## src/hdl/assert_macros.svh

```systemverilog
`ifndef ASSERT_MACROS_SVH
`define ASSERT_MACROS_SVH

// same-cycle implication, clocked on aclk, off during reset
`define SKF_ASSERT_IMP(label, ante, cons, msg) \
    label: assert property (@(posedge aclk) disable iff (!aresetn) (ante) |-> (cons)) \
        else $error(msg);

// next-cycle implication, clocked on aclk, off during reset
`define SKF_ASSERT_NXT(label, ante, cons, msg) \
    label: assert property (@(posedge aclk) disable iff (!aresetn) (ante) |=> (cons)) \
        else $error(msg);

`endif

```

## src/hdl/skf_pkg.sv

```systemverilog
`default_nettype none

package skf_pkg;

    localparam int unsigned DATA_W    = 32;
    localparam int unsigned TICK_W    = 16;
    localparam int unsigned GAIN_W    = 17;
    localparam int unsigned CFG_IDX_W = 2;
    localparam int unsigned DIV_STEPS = 17;
    localparam int unsigned CNT_W     = 5;

    typedef logic [CFG_IDX_W-1:0] cfg_idx_t;

    localparam cfg_idx_t REG_PROCESS_NOISE     = cfg_idx_t'(0);
    localparam cfg_idx_t REG_MEASUREMENT_NOISE = cfg_idx_t'(1);

    localparam logic [DATA_W-1:0] NOISE_RESET = 32'h0001_0000;

    typedef struct packed {
        logic signed [DATA_W-1:0] measurement;
        logic [TICK_W-1:0]        elapsed_ticks;
    } in_t;

    typedef struct packed {
        logic signed [DATA_W-1:0] estimate;
        logic [DATA_W-1:0]        covariance;
        logic [GAIN_W-1:0]        gain;
    } out_t;

    typedef enum logic [3:0] {
        ST_IDLE,
        ST_MUL_Q,
        ST_PRED,
        ST_DIV,
        ST_MUL_E,
        ST_UPD_E,
        ST_MUL_P,
        ST_UPD_P,
        ST_DONE
    } state_t;

    typedef enum logic [1:0] {
        MUL_Q_TICKS,
        MUL_K_DIFF,
        MUL_K_COV
    } mul_sel_t;

    typedef struct packed {
        logic     load_in;
        logic     mul_en;
        mul_sel_t mul_sel;
        logic     pred_en;
        logic     div_en;
        logic     est_en;
        logic     cov_en;
        logic     out_en;
    } ctrl_t;

endpackage

`default_nettype wire

```

## src/hdl/skf_ctrl.sv

```systemverilog
`default_nettype none

module skf_ctrl (
    input  wire logic            aclk,
    input  wire logic            aresetn,
    input  wire logic            s_valid,
    input  wire logic            m_busy,
    output logic                 s_ready,
    output skf_pkg::ctrl_t       ctrl,
    output skf_pkg::state_t      state
);

    skf_pkg::state_t                 state_reg, state_next;
    logic [skf_pkg::CNT_W-1:0]       cnt_reg, cnt_next;

    always_ff @(posedge aclk) begin
        if (!aresetn) begin
            state_reg <= skf_pkg::ST_IDLE;
            cnt_reg   <= '0;
        end else begin
            state_reg <= state_next;
            cnt_reg   <= cnt_next;
        end
    end

    // next state
    always_comb begin
        state_next = state_reg;
        cnt_next   = cnt_reg;
        unique case (state_reg)
            skf_pkg::ST_IDLE: begin
                if (s_valid) state_next = skf_pkg::ST_MUL_Q;
            end
            skf_pkg::ST_MUL_Q: state_next = skf_pkg::ST_PRED;
            skf_pkg::ST_PRED: begin
                cnt_next   = skf_pkg::CNT_W'(skf_pkg::DIV_STEPS - 1);
                state_next = skf_pkg::ST_DIV;
            end
            skf_pkg::ST_DIV: begin
                cnt_next = cnt_reg - 1'b1;
                if (cnt_reg == '0) state_next = skf_pkg::ST_MUL_E;
            end
            skf_pkg::ST_MUL_E: state_next = skf_pkg::ST_UPD_E;
            skf_pkg::ST_UPD_E: state_next = skf_pkg::ST_MUL_P;
            skf_pkg::ST_MUL_P: state_next = skf_pkg::ST_UPD_P;
            skf_pkg::ST_UPD_P: state_next = skf_pkg::ST_DONE;
            skf_pkg::ST_DONE: begin
                if (!m_busy) state_next = skf_pkg::ST_IDLE;
            end
            default: state_next = skf_pkg::ST_IDLE;
        endcase
    end

    // outputs
    always_comb begin
        s_ready      = 1'b0;
        ctrl         = '0;
        ctrl.mul_sel = skf_pkg::MUL_Q_TICKS;
        unique case (state_reg)
            skf_pkg::ST_IDLE: begin
                s_ready      = 1'b1;
                ctrl.load_in = s_valid;
            end
            skf_pkg::ST_MUL_Q: begin
                ctrl.mul_en  = 1'b1;
                ctrl.mul_sel = skf_pkg::MUL_Q_TICKS;
            end
            skf_pkg::ST_PRED: ctrl.pred_en = 1'b1;
            skf_pkg::ST_DIV:  ctrl.div_en  = 1'b1;
            skf_pkg::ST_MUL_E: begin
                ctrl.mul_en  = 1'b1;
                ctrl.mul_sel = skf_pkg::MUL_K_DIFF;
            end
            skf_pkg::ST_UPD_E: ctrl.est_en = 1'b1;
            skf_pkg::ST_MUL_P: begin
                ctrl.mul_en  = 1'b1;
                ctrl.mul_sel = skf_pkg::MUL_K_COV;
            end
            skf_pkg::ST_UPD_P: ctrl.cov_en = 1'b1;
            skf_pkg::ST_DONE:  ctrl.out_en = !m_busy;
            default: ;
        endcase
    end

    assign state = state_reg;

endmodule

`default_nettype wire

```

## src/hdl/skf_dp.sv

```systemverilog
`default_nettype none

module skf_dp (
    input  wire logic                         aclk,
    input  wire logic                         aresetn,
    input  wire skf_pkg::ctrl_t               ctrl,
    input  wire skf_pkg::in_t                 s_data,
    input  wire logic [skf_pkg::DATA_W-1:0]   process_noise,
    input  wire logic [skf_pkg::DATA_W-1:0]   measurement_noise,
    output skf_pkg::out_t                     result
);

    logic signed [31:0] z_reg, z_next;
    logic [15:0]        ticks_reg, ticks_next;
    logic signed [31:0] est_reg, est_next;
    logic [31:0]        cov_reg, cov_next;
    logic               first_reg, first_next;
    logic [31:0]        p_reg, p_next;
    logic [32:0]        sum_reg, sum_next;
    logic [33:0]        rem_reg, rem_next;
    logic [16:0]        k_reg, k_next;
    logic signed [51:0] prod_reg, prod_next;

    logic signed [33:0] mul_a;
    logic signed [17:0] mul_b;
    logic signed [32:0] diff;
    logic [48:0]        pred_full;
    logic [31:0]        p_sat;
    logic [34:0]        trial;
    logic               ge;
    logic [33:0]        rem_keep;

    always_ff @(posedge aclk) begin
        if (!aresetn) begin
            est_reg   <= '0;
            cov_reg   <= '0;
            first_reg <= 1'b1;
        end else begin
            est_reg   <= est_next;
            cov_reg   <= cov_next;
            first_reg <= first_next;
        end
    end

    always_ff @(posedge aclk) begin
        z_reg     <= z_next;
        ticks_reg <= ticks_next;
        p_reg     <= p_next;
        sum_reg   <= sum_next;
        rem_reg   <= rem_next;
        k_reg     <= k_next;
        prod_reg  <= prod_next;
    end

    // shared multiplier operands
    assign diff = 33'(signed'({z_reg[31], z_reg})) - 33'(signed'({est_reg[31], est_reg}));

    always_comb begin
        case (ctrl.mul_sel)
            skf_pkg::MUL_Q_TICKS: begin
                mul_a = signed'({2'b00, process_noise});
                mul_b = signed'({2'b00, ticks_reg});
            end
            skf_pkg::MUL_K_DIFF: begin
                mul_a = signed'({diff[32], diff});
                mul_b = signed'({1'b0, k_reg});
            end
            skf_pkg::MUL_K_COV: begin
                mul_a = signed'({2'b00, p_reg});
                mul_b = signed'({1'b0, k_reg});
            end
            default: begin
                mul_a = '0;
                mul_b = '0;
            end
        endcase
    end

    assign pred_full = {17'b0, cov_reg} + {1'b0, prod_reg[47:0]};
    assign p_sat     = (|pred_full[48:32]) ? 32'hFFFF_FFFF : pred_full[31:0];

    // restoring division step, zero divisor yields zero gain
    assign trial    = {1'b0, rem_reg} - {2'b00, sum_reg};
    assign ge       = !trial[34] && (sum_reg != '0);
    assign rem_keep = ge ? trial[33:0] : rem_reg;

    always_comb begin
        z_next     = z_reg;
        ticks_next = ticks_reg;
        est_next   = est_reg;
        cov_next   = cov_reg;
        first_next = first_reg;
        p_next     = p_reg;
        sum_next   = sum_reg;
        rem_next   = rem_reg;
        k_next     = k_reg;
        prod_next  = prod_reg;

        if (ctrl.load_in) begin
            z_next     = s_data.measurement;
            ticks_next = s_data.elapsed_ticks;
            if (first_reg) begin
                est_next   = s_data.measurement;
                first_next = 1'b0;
            end
        end
        if (ctrl.mul_en) begin
            prod_next = 52'(mul_a * mul_b);
        end
        if (ctrl.pred_en) begin
            p_next   = p_sat;
            sum_next = {1'b0, p_sat} + {1'b0, measurement_noise};
            rem_next = {2'b00, p_sat};
            k_next   = '0;
        end
        if (ctrl.div_en) begin
            k_next   = {k_reg[15:0], ge};
            rem_next = {rem_keep[32:0], 1'b0};
        end
        if (ctrl.est_en) begin
            est_next = est_reg + signed'(prod_reg[47:16]);
        end
        if (ctrl.cov_en) begin
            cov_next = p_reg - prod_reg[47:16];
        end
    end

    assign result.estimate   = est_reg;
    assign result.covariance = cov_reg;
    assign result.gain       = k_reg;

endmodule

`default_nettype wire

```

## src/hdl/scalar_kalman_filter_core.sv

```systemverilog
// One-dimensional Kalman filter on a signed Q16.16 sensor stream. Each transaction
// takes one pass through the shared 34x18 multiplier and one saturating add for the
// prediction, 17 restoring-division steps for the gain, two more multiplier passes
// each followed by an update step for the estimate and covariance, and a load of the
// output register; s_ready stays low during that work, so the next transaction is
// accepted only after it. If the previous result has not been taken when the block
// reaches its last step, the block holds there until it is. A finished result waits
// in the output register while the next transaction is accepted. The first transaction
// after reset seeds the estimate. The user must write the registers only while the
// block is idle, through cfg_we/cfg_index/cfg_data; the block does not enforce this.
`default_nettype none

`include "assert_macros.svh"

module scalar_kalman_filter_core (
    input  wire logic                           aclk,
    input  wire logic                           aresetn,
    input  wire logic                           cfg_we,
    input  wire skf_pkg::cfg_idx_t              cfg_index,
    input  wire logic [skf_pkg::DATA_W-1:0]     cfg_data,
    input  wire logic                           s_valid,
    output logic                                s_ready,
    input  wire skf_pkg::in_t                   s_data,
    output logic                                m_valid,
    input  wire logic                           m_ready,
    output skf_pkg::out_t                       m_data
);

    logic [skf_pkg::DATA_W-1:0] process_noise_reg, process_noise_next;
    logic [skf_pkg::DATA_W-1:0] measurement_noise_reg, measurement_noise_next;
    logic                       m_valid_reg, m_valid_next;
    skf_pkg::out_t              m_data_reg, m_data_next;

    skf_pkg::ctrl_t  ctrl;
    skf_pkg::state_t state;
    skf_pkg::out_t   result;
    logic            m_busy;

    assign m_busy = m_valid_reg && !m_ready;

    skf_ctrl u_ctrl (
        .aclk    (aclk),
        .aresetn (aresetn),
        .s_valid (s_valid),
        .m_busy  (m_busy),
        .s_ready (s_ready),
        .ctrl    (ctrl),
        .state   (state)
    );

    skf_dp u_dp (
        .aclk              (aclk),
        .aresetn           (aresetn),
        .ctrl              (ctrl),
        .s_data            (s_data),
        .process_noise     (process_noise_reg),
        .measurement_noise (measurement_noise_reg),
        .result            (result)
    );

    always_comb begin
        process_noise_next     = process_noise_reg;
        measurement_noise_next = measurement_noise_reg;
        if (cfg_we) begin
            unique case (cfg_index)
                skf_pkg::REG_PROCESS_NOISE:     process_noise_next     = cfg_data;
                skf_pkg::REG_MEASUREMENT_NOISE: measurement_noise_next = cfg_data;
                default: ;
            endcase
        end
    end

    always_comb begin
        m_valid_next = m_valid_reg;
        m_data_next  = m_data_reg;
        if (ctrl.out_en) begin
            m_valid_next = 1'b1;
            m_data_next  = result;
        end else if (m_ready) begin
            m_valid_next = 1'b0;
        end
    end

    always_ff @(posedge aclk) begin
        if (!aresetn) begin
            process_noise_reg     <= skf_pkg::NOISE_RESET;
            measurement_noise_reg <= skf_pkg::NOISE_RESET;
            m_valid_reg           <= 1'b0;
        end else begin
            process_noise_reg     <= process_noise_next;
            measurement_noise_reg <= measurement_noise_next;
            m_valid_reg           <= m_valid_next;
        end
    end

    always_ff @(posedge aclk) begin
        m_data_reg <= m_data_next;
    end

    assign m_valid = m_valid_reg;
    assign m_data  = m_data_reg;

    `SKF_ASSERT_IMP(a_gain_bound, m_valid, m_data.gain <= 17'd65536, "gain above one")
    `SKF_ASSERT_NXT(a_busy_after_accept, s_valid && s_ready, !s_ready, "ready after accept")
    `SKF_ASSERT_IMP(a_result_from_done, $rose(m_valid), $past(state) == skf_pkg::ST_DONE,
                    "result outside done state")

endmodule

`default_nettype wire

```

## config.mk

```make
export PLATFORM = sky130hd
export DESIGN_NAME = scalar_kalman_filter_core
export DESIGN_NICKNAME = d
export VERILOG_FILES = /design/src/hdl/skf_pkg.sv /design/src/hdl/skf_ctrl.sv /design/src/hdl/skf_dp.sv /design/src/hdl/scalar_kalman_filter_core.sv
export VERILOG_INCLUDE_DIRS = /design/src /design/src/hdl
export SDC_FILE = /design/constraint.sdc
export NUM_CORES = 2
export LEC_CHECK = 0
export BUFFER_PORTS_ARGS = -buffer_cell sky130_fd_sc_hd__buf_2
export CORE_MARGIN = 4
export CORE_UTILIZATION = 42
export DETAILED_ROUTE_END_ITERATION = 8
export SLEW_MARGIN = 25
export SYNTH_ARGS = -nofsm -noshare
export SYNTH_HDL_FRONTEND = slang
export SYNTH_SLANG_ARGS = --single-unit
```

## constraint.sdc

```tcl
create_clock -name aclk -period 15.8 [get_ports aclk]
set_clock_uncertainty 0.2 [all_clocks]
set_input_delay 2.37 -clock aclk [delete_from_list [all_inputs] [get_ports aclk]]
set_output_delay 2.37 -clock aclk [all_outputs]
set_load 0.03 [all_outputs]
```

* After elaboration in Yosys (flattened, before gate mapping) *
Index checks and enable logic that the tools add are counted.

cells by class
  add/subtract/negate cells = 7
  multiply operators = 1
  eq/ne operators = 14
  multiplexer cells = 26
  reductions and logical operators = 21

operators with widths
  kind                                            number
  two-way mux 32 bit                              4
  case mux 34 bit (3 select lines)                1
  two-way mux 34 bit                              2
  adder 32 x 48 -> 49 bit                         1
  multiplier 34 x 18 -> 48 bit                    1
  case mux 4 bit (9 select lines)                 1
  subtractor 34 x 33 -> 35 bit                    1
  two-way mux 17 bit                              2
  case mux 17 bit (2 select lines)                1
  adder 32 x 32 -> 33 bit                         1
  two-way mux 33 bit                              1
  nonzero test 33 bit                             1
  subtractor 32 x 32 -> 33 bit                    1
  adder 32 bit                                    1
  subtractor 32 bit                               1
  OR reduction 17 bit                             1
  == test 4 x 3 -> 1 bit (second input constant)  4
  two-way mux 4 bit                               3
  case mux 5 bit (2 select lines)                 1
  nonzero test 2 bit                              5
  two-way mux 1 bit                               9
  case mux 3 bit (3 select lines)                 1
  == test 4 x 2 -> 1 bit (second input constant)  2
  AND reduction 2 bit                             3
  14 further kinds                                20

word-level totals
  flip-flop bits (word level) = 432
  bits of input ports = 87
  output and inout port bits = 83
  word-level logic and storage cells = 88

* Depth between registers and ports, before layout *
  depth in word-level cells = 6
  mapped depth = 39
  depth with buffers taken out = 38

* Modules after synthesis *
From an unflattened synthesis, not the netlist that was laid out.

unflattened totals
  cells, all modules = 4684
  area total of the unflattened synthesis = 44209.9 um2

modules (own cells, without submodules)
  module                     times used  cells an instance  area each (um2)
  skf_dp                     1           4286               38690.9
  scalar_kalman_filter_core  1           329                4968.5
  skf_ctrl                   1           69                 550.5

* Least setup slack after synthesis *
OpenSTA, ideal clock, no wires.

  kind = register to register
  start = register u_dp.est_reg[1]
  end = register u_dp.prod_reg[39] (data pin)
  setup time = 0.259 ns
  arrival = 8.655 ns
  data required time = 15.341 ns
  path slack = 6.686 ns
  stages on the path, launching flop included = 39
  buffers on the path = 1
  cell sequence = dfxtp_1 inv_1 ha_1 nor2b_1 o31a_1 o31ai_4 and4_1 o21ai_1 nor2_2 o21bai_1 a21o_1 a311oi_1 xnor2_1 a222oi_1 buf_2 nor2_1 fa_1 inv_1 [... 3 more ...] fa_1 fa_1 inv_1 fa_1 inv_1 ha_1 a21o_1 a21o_1 a21o_1 nand3_1 nand3_1 a31oi_1 nor3_1 o41ai_1 o21a_1 o21bai_1 a21oi_1 xnor2_1

on the way
  longest elaborated chain between the ends = 3

ends and longest elaborated chain
  what                              line           RTL
  start, declared                   skf_dp.sv:15   logic signed [31:0] est_reg, est_next;
  start signal, assigned            skf_dp.sv:39   est_reg <= est_next;
  subtractor 32 x 32 -> 33 bit      skf_dp.sv:56   assign diff = 33'(signed'({z_reg[31], z_reg})) - 33'(signed'({est_reg[31], est_reg}));
  case mux 34 bit (3 select lines)  skf_dp.sv:59   case (ctrl.mul_sel)
  multiplier 34 x 18 -> 48 bit      skf_dp.sv:108  prod_next = 52'(mul_a * mul_b);
  end signal, assigned              skf_dp.sv:52   prod_reg <= prod_next;
  end, declared                     skf_dp.sv:22   logic signed [51:0] prod_reg, prod_next;

Every way passes these cells.
A chain may end at the register's enable or synchronous reset.

* Worst setup path in the final report *
  start = register u_dp.est_reg[1]
  end = register u_dp.prod_reg[46] (data pin)

Same word-level chain as after synthesis.

==> metrics <==
final cycle utilization of the critical path=66.62%; met3 WL post-DR=~11,000 µm; Mapped Nets=~5,800; area delta synth->final=9.524%; Internal=4.194 mW; WL final=~150,000 µm; Area contributors post-synth=fa_1 24%, edfxtp_1 20%, ha_1 8.8%, inv_1 6.7%, dfxtp_1 6.4%; die area=between 100,000 and 150,000 µm²; worst-margin pin slew=between 1000 and 1500 ps; Final Wtd Congestion=0.9679; most common cell in the synthesized netlist=inv_1; Slew Viols, Final=0; slowest CP cell=fa_1; PD cells=between 150 and 200 nW/µm²; Worst VDD drop=approximately 0.00014 V; # diodes=0; Ports=170; multiplexer area fraction after synthesis=0.2497%; Starting DRT DRC Count=~3,200; share of post-route cells with drive strength above 1=under 10%; DRT antenna net count=0; Sw Share=around 48%; library cells used by synthesis=between 80 and 90; Clock Tree Buf Depth=3; crit path DAT=between 10,000 and 15,000 ps; DRC=0; total track usage=26.19%; Cell Area, Synth=roughly 44,000 µm²; Multi-input gate area=~29,000 µm²; Flop pwr share=22.4%; Post-synth top flop=edfxtp_1; core area=~100,000 µm²; worst-path fanout max=17; DR vias=between 30,000 and 40,000; cell depth of the worst hold path=2; root buffer cell=clkbuf_16; CTS clk-pin slew, worst paths=approximately 60 ps; status=finished clean; final setup TNS=0 ps; dpl hpwl=approximately 120,000 µm; RSZ-0062 raised after global routing=no; CP endpoint kind=register; CTS tree=yes; r2r endpoint=u_dp.prod_reg[46]; number of synthesized flops with an enable pin=292; crit path kind=reg -> reg; Compound-Gate Fraction of Synth Area=a little over an eighth; PortBufs=around 170; final hold vios=0; Setup WS post-layout=between 5000 and 6000 ps; Sequential cell area=between 10,000 and 15,000 µm²; worst reg2reg startpoint=u_dp.est_reg[1]; Synth top cells by count=791 x inv_1, 591 x nand2_1, 522 x fa_1; Skew-Pair Late Insertion Delay=about 660 ps; final worst path period need=approximately 11,000 ps; Hold Buf Count CTS=0; Starting Density=a little over two fifths; placement row count=118; max_cap viols=0; fmax=95.00 MHz; hold path endpoint=measurement_noise_reg[14]; Hold Path Class=reg -> reg; H-tree depth=2; vias in the first global route=about 35,000; Worst setup SP type=register; Die W=~330 µm; largest net degree at the start of global routing=68; first-pass GRT wire length=between 200,000 and 250,000 µm; CTS-repair resized insts=0; fraction of synthesized cell area in xor and xnor cells=under 10%; GRT Residual Overflow=0; Crit path largest cell delay=around 580 ps; combinational power share=slightly above 60%; Yosys top cell by area=fa_1; slew margin rel.=~27%; Post-CTS Setup Bufs=0; First-pass DRT Iterations=6; # nets final=roughly 6,000; FF-to-FF path depth=38; max reg flops=just over 80; largest family of logic cells by synthesized area=adder cells; per-cell routed wire length=approximately 23 µm; most frequent CP cell=fa_1; Filler cells=10,124; Avg Cell Area, Syn=9.088 µm²; Yosys reg bits=around 430; Clock Sinks=between 400 and 500; post-synth top area share=about a quarter; wl on met1=around 61,000 µm; Post-Synthesis Cells=between 4,000 and 5,000; uppermost layer routed=met4; Synth Area in Simple Gates=about 15%; leakage=roughly 22 nW; ys async rst share=0%; antenna violations before repair=3; Yosys warnings=0; vias per inst=approximately 5.5; met2 WL=between 60,000 and 70,000 µm; Place WS=5171 ps; TritonCTS Buffers=between 50 and 60; Synth Area in Adders=around a third; Top delay family on crit path=adder cells; clock share of power=between 10% and 20%; required time of the worst setup path=around 16,000 ps; WP buf/inv=6; Die Span Y=~330 µm; sequential area share after synthesis=26.25%; NetSw=approximately 3.9 mW; hold_sp=measurement_noise_reg[14]; reg2reg setup slack=around 5300 ps; Setup-failing EPs final=0
[per-layer routing]
metal,track usage (%),vias up
li1,-,16083
met2,41.91,1433
met3,3.938,301
met1,35.33,17432
met4,11.69,0
met5,0,-
[worst register-to-register path, delay by kind of cell, from the launching register on]
family                     cells  cell delay [ps]
AOI/OAI and AO/OA             14             3490
xor gates and xnor gates       2              240
adders and majority gates      8             3790
buffers and inverters          6              690
DFF                            1              440
and+or+nand+nor                8             1450
[worst max path at each step]
stage                         to  cells past startpoint            start
3_3_place_gp   u_dp.prod_reg[47]                     33  u_dp.est_reg[4]
5_1_grt        u_dp.prod_reg[47]                     34  u_dp.est_reg[8]
2_1_floorplan  u_dp.prod_reg[39]                     38  u_dp.est_reg[1]
6_report       u_dp.prod_reg[46]                     38  u_dp.est_reg[1]
3_5_place_dp   u_dp.prod_reg[47]                     33  u_dp.est_reg[4]
4_1_cts        u_dp.prod_reg[47]                     33  u_dp.est_reg[4]
[power by group through the flow]
stage	Combinational, mW	Sequential [mW]	Clock, mW
after floorplan	3.63	1.69	0
after global placement	4.91	1.84	0
after detailed placement	4.96	1.84	0
after CTS	4.99	1.81	1.29
after global routing	5.63	1.83	1.34
final	5.05	1.82	1.27
[stage by stage]
stage | hold slack [ps] | area [µm²] | power (mW) | std cells | utilization, %
finish | 269.6 | 48290 | 8.138 | 6377 | 46.46
global route | 290.3 | 48290 | 8.797 | 6377 | 46.46
CTS | 272.1 | 48270 | 8.093 | 6376 | 46.44
detailed placement | 252.4 | 46490 | 6.799 | 6280 | 44.73
global placement | 252.0 | 46470 | 6.743 | 6280 | 44.70
floorplan | 226.6 | 44090 | 5.318 | 4851 | -
[layout make-up]
type                       instances  area share (%)
clock inverter                    33          0.7307
sequential                       432           23.96
multi-input combinational       3449           59.96
clock buffer                      63           2.954
tap                             1380           3.576
inverter                         793           6.164
timing repair buffer             227           2.653
[cell usage in the layout, fill, tap and decap left out, types with 51 or more instances in the layout]
master | synthesis | layout
dfxtp_1 | 140 | 140
xnor2_1 | 138 | 138
nand2_1 | 591 | 591
nor2_1 | 493 | 485
nand2b_1 | 77 | 77
nand3_1 | 59 | 59
edfxtp_1 | 292 | 292
fa_1 | 522 | 522
o21ai_0 | 113 | 113
buf_4 | 0 | 58
buf_2 | 7 | 169
xor2_1 | 69 | 69
ha_1 | 311 | 309
clkbuf_16 | 0 | 55
a21oi_1 | 260 | 259
a21boi_0 | 58 | 58
nor3_1 | 53 | 51
a21o_1 | 121 | 120
inv_1 | 791 | 789
[logic make-up after synthesis]
family / count (synthesis)
multiplexers: 11
AND/OR/NAND/NOR: 1490
XOR/XNOR: 207
flip-flops: 432
buffers and inverters: 970
AO/OA/AOI/OAI: 908
adder cells (fa/ha/maj): 833
Power figures use the tool's default switching activity.
